<file path="src/hdl/wsht_pkg.sv">
`timescale 1ns / 1ps

package wsht_pkg;

    // Stack size and coordinate width
    localparam int MAX_WINDOWS = 16;
    localparam int COORD_BITS  = 12;

    // Derived widths: window index, count (holds MAX_WINDOWS itself)
    localparam int IDX_W = $clog2(MAX_WINDOWS);
    localparam int CNT_W = $clog2(MAX_WINDOWS + 1);
    localparam int NUM_W = 5;

    // Item actions
    localparam logic ACT_LOAD  = 1'b0;
    localparam logic ACT_CLICK = 1'b1;

    // Result kinds
    typedef enum logic [1:0] {
        KIND_IGNORED = 2'd0,
        KIND_HIT     = 2'd1,
        KIND_LOADED  = 2'd2,
        KIND_DROPPED = 2'd3
    } kind_t;

    // Controller states
    typedef enum logic {
        ST_IDLE,
        ST_FINISH
    } state_t;

    // Operation that the datapath carries out in its commit cycle
    typedef enum logic [2:0] {
        OP_NONE,
        OP_LOAD,
        OP_DROP,
        OP_HIT,
        OP_MISS
    } op_t;

    // One stored rectangle, all bounds inclusive
    typedef struct packed {
        logic [COORD_BITS-1:0] left;
        logic [COORD_BITS-1:0] bottom;
        logic [COORD_BITS-1:0] right;
        logic [COORD_BITS-1:0] top;
    } rect_t;

    // Commands from controller to datapath
    typedef struct packed {
        logic capture;
        op_t  op;
    } cmd_t;

    // Status from datapath to controller
    typedef struct packed {
        logic is_click;
        logic full;
        logic found;
    } stat_t;

endpackage

</file>
<file path="src/hdl/wsht_datapath.sv">
`timescale 1ns / 1ps

module wsht_datapath
    import wsht_pkg::*;
(
    input  logic                  clk,
    input  logic                  rst_n,
    input  cmd_t                  cmd,
    output stat_t                 stat,
    input  logic                  action,
    input  logic [COORD_BITS-1:0] left,
    input  logic [COORD_BITS-1:0] bottom,
    input  logic [COORD_BITS-1:0] right,
    input  logic [COORD_BITS-1:0] top,
    input  logic [COORD_BITS-1:0] click_x,
    input  logic [COORD_BITS-1:0] click_y,
    output logic                  done,
    output logic [1:0]            kind,
    output logic [NUM_W-1:0]      window_number
);

    // Stored windows, indexed by window number minus one
    rect_t            rects_reg [MAX_WINDOWS];
    // Stacking order: entry 0 is the bottom window
    logic [IDX_W-1:0] z_reg [MAX_WINDOWS];
    logic [CNT_W-1:0] count_reg;

    // Captured word
    logic             action_reg;
    rect_t            in_rect_reg;
    logic [MAX_WINDOWS-1:0] hit_win_reg;
    logic [MAX_WINDOWS-1:0] hit_win_next;

    // Result registers
    logic             done_reg;
    kind_t            kind_reg;
    logic [NUM_W-1:0] number_reg;

    logic [MAX_WINDOWS-1:0] hit_pos;
    logic             found;
    logic [IDX_W-1:0] pick;
    logic [IDX_W-1:0] load_idx;

    assign load_idx = count_reg[IDX_W-1:0];

    // One compare cell per stored window
    always_comb
    begin
        for (int w = 0; w < MAX_WINDOWS; w++)
        begin
            hit_win_next[w] = (rects_reg[w].left <= click_x) && (click_x <= rects_reg[w].right)
                && (rects_reg[w].bottom <= click_y) && (click_y <= rects_reg[w].top);
        end
    end

    // Map window hits onto stack positions that are occupied
    always_comb
    begin
        for (int p = 0; p < MAX_WINDOWS; p++)
        begin
            hit_pos[p] = hit_win_reg[z_reg[p]] && (count_reg > CNT_W'(p));
        end
    end

    // Priority pick: the highest occupied position wins
    always_comb
    begin
        found = 1'b0;
        pick  = '0;
        for (int p = 0; p < MAX_WINDOWS; p++)
        begin
            if (hit_pos[p])
            begin
                found = 1'b1;
                pick  = IDX_W'(p);
            end
        end
    end

    assign stat.is_click = (action_reg == ACT_CLICK);
    assign stat.full     = (count_reg == CNT_W'(MAX_WINDOWS));
    assign stat.found    = found;

    // Captured word and compare results
    always_ff @(posedge clk)
    begin
        if (cmd.capture)
        begin
            action_reg         <= action;
            in_rect_reg.left   <= left;
            in_rect_reg.bottom <= bottom;
            in_rect_reg.right  <= right;
            in_rect_reg.top    <= top;
            hit_win_reg        <= hit_win_next;
        end
    end

    // Window store and stacking order
    always_ff @(posedge clk)
    begin
        if (cmd.op == OP_LOAD)
        begin
            rects_reg[load_idx] <= in_rect_reg;
            z_reg[load_idx]     <= load_idx;
        end
        else if (cmd.op == OP_HIT)
        begin
            // Close the gap above the picked window and put it on top
            for (int k = 0; k < MAX_WINDOWS; k++)
            begin
                if ((count_reg > CNT_W'(k + 1)) && (pick <= IDX_W'(k)))
                begin
                    z_reg[k] <= z_reg[(k + 1) % MAX_WINDOWS];
                end
                else if (count_reg == CNT_W'(k + 1))
                begin
                    z_reg[k] <= z_reg[pick];
                end
            end
        end
    end

    // Window count
    always_ff @(posedge clk or negedge rst_n)
    begin
        if (!rst_n)
        begin
            count_reg <= '0;
        end
        else if (cmd.op == OP_LOAD)
        begin
            count_reg <= count_reg + CNT_W'(1);
        end
    end

    // Result strobe
    always_ff @(posedge clk or negedge rst_n)
    begin
        if (!rst_n)
        begin
            done_reg <= 1'b0;
        end
        else
        begin
            done_reg <= (cmd.op != OP_NONE);
        end
    end

    // Result word
    always_ff @(posedge clk)
    begin
        case (cmd.op)
            OP_LOAD:
            begin
                kind_reg   <= KIND_LOADED;
                number_reg <= '0;
            end
            OP_DROP:
            begin
                kind_reg   <= KIND_DROPPED;
                number_reg <= '0;
            end
            OP_HIT:
            begin
                kind_reg   <= KIND_HIT;
                number_reg <= NUM_W'(z_reg[pick]) + NUM_W'(1);
            end
            OP_MISS:
            begin
                kind_reg   <= KIND_IGNORED;
                number_reg <= '0;
            end
            default:
            begin
                kind_reg   <= kind_reg;
                number_reg <= number_reg;
            end
        endcase
    end

    assign done          = done_reg;
    assign kind          = kind_reg;
    assign window_number = number_reg;

endmodule

</file>
<file path="config.mk">
export PLATFORM = sky130hd
export DESIGN_NAME = wsht_datapath
export DESIGN_NICKNAME = d
export VERILOG_FILES = /design/src/hdl/wsht_pkg.sv /design/src/hdl/wsht_datapath.sv
export SDC_FILE = /design/constraint.sdc
export NUM_CORES = 2
export LEC_CHECK = 0
export BUFFER_PORTS_ARGS = -buffer_cell sky130_fd_sc_hd__buf_4
export CORE_ASPECT_RATIO = 0.8
export CORE_MARGIN = 10
export CORE_UTILIZATION = 50
export DETAILED_ROUTE_END_ITERATION = 8
export PLACE_DENSITY = 0.66
export SYNTH_ARGS = -nofsm -noshare
export SYNTH_HDL_FRONTEND = slang
export SYNTH_SLANG_ARGS = --single-unit
export TNS_END_PERCENT = 100
</file>
<file path="constraint.sdc">
create_clock -name clk -period 6.5 [get_ports clk]
set_input_delay 1.3 -clock clk [delete_from_list [all_inputs] [get_ports clk]]
set_output_delay 1.3 -clock clk [all_outputs]
set_load 0.005 [all_outputs]
</file>
==> out/metrics.cfg <==
[finish]
largest_reg_flops=768
nNetsFinal=4943
fillers=8224
fin_cells=5501
register_area_sq_um=27300
drive_gt1_frac=0.0978
multi_input_comb_area_sq_um=21400
syn2layout_area_growth_pct=10.8

[logic_synthesis]
yosys.area.top_type=edfxtp_1
synthAdderAreaFrac=0.191
synth_area_sq_um=50700
ys_ff_latch=910
synthTopCellsByCount=edfxtp_1, ha_1, inv_1
synth_edf_count=904
synth-seq-area-share=0.539
post-synth-top-count-cell=edfxtp_1
synth_top_area_share=0.536
synth_top_family_by_area=adder cells
yosysUniqueCellTypes=84
synth-compound-area-share=0.103
synth_area_leaders=edfxtp_1, ha_1, inv_1, a21o_1, nand4_1
synthMuxAreaShare=0.0426
synthCells=3922
syn-num-nets=4775
synth-simple-area-share=0.0834
synth_top_flop_cell=edfxtp_1
synth_xor_area_frac=0.00121
async_reset_ff_frac=0.00659
yosys_warnings=0
avgSynthCellArea_sq_um=12.9

[clocking]
numCtsBuffers=95
clk_path_buf_depth=3
clkTransAtPathRegs_ns=0.07
ctsHoldBuffers=0
cts_resized=0
cts_setup_buffers=0
cts.sinks=910
h-tree-depth=3
cts_tree=built
cts-root-buf=clkbuf_16
clock_latency_ns=0.69

[timing]
hold_viol=0
setup_tns_ns=0
setup_viol=0
rsz0062_at_grt=no
skew_ns=0.0256
fin_crit_ns=5.48
finalCritPeriodShare=0.843
worst_pin_slew_ns=1.19
fmax_mhz=183
relSlewSlack=0.199
slew_viol_final=0

[grt]
grt_overflow=0
antenna_found_initial=3
grt_pass1_vias=31840
grt_max_degree=55
grt_pass1_wl_microns=209000
grt_usage=0.243

[worst_setup_path]
cp.required_ns=5.20
setup.worst_path.class=flip-flop to output port
path_max_fanout=13
cp-start-kind=flip-flop
end_kind=output port
r2r_slack_ns=1.40
worst_ep_arrival_time_ns=4.18

[placement]
dpl.hpwl_microns=93900
gp_congestion=1.02
dpl.cell_count=5318
io_buffers=89

[power]
peakVddDrop_mv=0.330
sequentialPowerShare=0.448
p_leak_uw=0.0238
p_sw_frac=0.315
p_total_uw=16200
p_switching_uw=5120
pwr_density_cell_nw_per_um2=289
p_int_uw=11100
clock_power_share=0.323
combPwrFrac=0.229

[floorplanning]
die_h_microns=305
core_sq_um=101000
initial_core_util=0.504
die_area_sq_um=115000
rows=104
die_w_microns=376
io_pins=90

[routing]
drc=0
ant_nets=0
wirelength_microns=142000
firstDrtPassIters=6
drtIter0Drc=3240
via_per_inst=6.02
avgRoutedWirePerCell_microns=25.7
vias=33102

[outcome]
status=finished clean

[flow_run]
cap_violations=0

[worst_hold_path]
min_path_type=input port to asynchronous set/reset pin

critical path: stages, from the launching register on:
cell and delay [ns]:
dfrtp_1 0.48, ha_1 0.57, and3_1 0.35, ha_1 0.19, nand2b_2 0.20, a21oi_1 0.79, nor3_2 0.20, and4_1 0.37
nand3_1 0.20, buf_4 0.14
metal layers:
| metal | routed length [microns] | up-vias | part of all wire | track usage |
|---|---|---|---|---|
| li1 | - | 15289 | - | - |
| met1 | 64600 | 16294 | 0.46 | 0.354 |
| met2 | 60800 | 1301 | 0.43 | 0.364 |
| met3 | 12200 | 218 | 0.086 | 0.0522 |
| met4 | 3910 | 0 | 0.028 | 0.0692 |
| met5 | 0 | - | 0 | 0 |
final cells by class:
type | instances | share of cell area
inverter | 442 | 0.0296
tap | 1325 | 0.0295
timing repair buffer | 151 | 0.0202
multi-input combinational | 2490 | 0.381
clock inverter | 59 | 0.00789
antenna | 4 | 0.000178
clock buffer | 120 | 0.0448
sequential | 910 | 0.486
per-stage QoR:
stage | utilization | hold WS [ns] | setup WS (ns) | cell area, sq um
3_5_place_dp | 0.528 | 0.734 | 1.53 | 53200
6_report | 0.558 | 0.422 | 1.02 | 56100
4_1_cts | 0.558 | 0.376 | 1.04 | 56100
5_1_grt | 0.558 | 0.387 | 0.897 | 56100
2_1_floorplan | - | 0.571 | 0.234 | 50700
3_3_place_gp | 0.528 | 0.708 | 1.57 | 53100
final timing paths:
| path | endpoint | depth (start not counted) | startpoint |
|---|---|---|---|
| min in group clk | z_reg[7][0] | 2 | count_reg[0] |
| worst max-delay path | stat[0] | 9 | count_reg[0] |
| max in group asynchronous | count_reg[2] | 1 | rst_n |
| worst min register to register | z_reg[7][0] | 2 | count_reg[0] |
| worst min-delay path | count_reg[4] | 1 | rst_n |
| worst max register to register | window_number[2] | 14 | count_reg[2] |
cell usage in the layout, fill, tap and decap left out, types with 44 or more instances in the layout:
cell type,instances
edfxtp_1,904
ha_1,774
inv_1,436
a21oi_1,200
a21o_1,191
o21ai_0,188
nand4_1,164
buf_4,151
nor2b_1,123
nor2_1,103
nand2_1,101
clkbuf_16,97
nand2b_1,91
mux2i_1,84
mux4_2,44
cells by family (layout without fill, tap and decap cells):
group	count (synthesis)	count (layout)
fa+ha+maj	774	774
xor+xnor	7	7
other cells	0	4
simple gates	747	747
flops	910	910
buf+inv	522	772
mux	157	157
compound gates	805	805
power groups by stage:
stage / clock network (uW) / registers, uW / logic, uW
final: 5240 / 7260 / 3720
after global routing: 5570 / 7280 / 4020
after CTS: 5330 / 7250 / 3650
after detailed placement: 0 / 7370 / 3630
after global placement: 0 / 7370 / 3630
after floorplan: 0 / 7080 / 2470
Power figures use the tool's default switching activity.
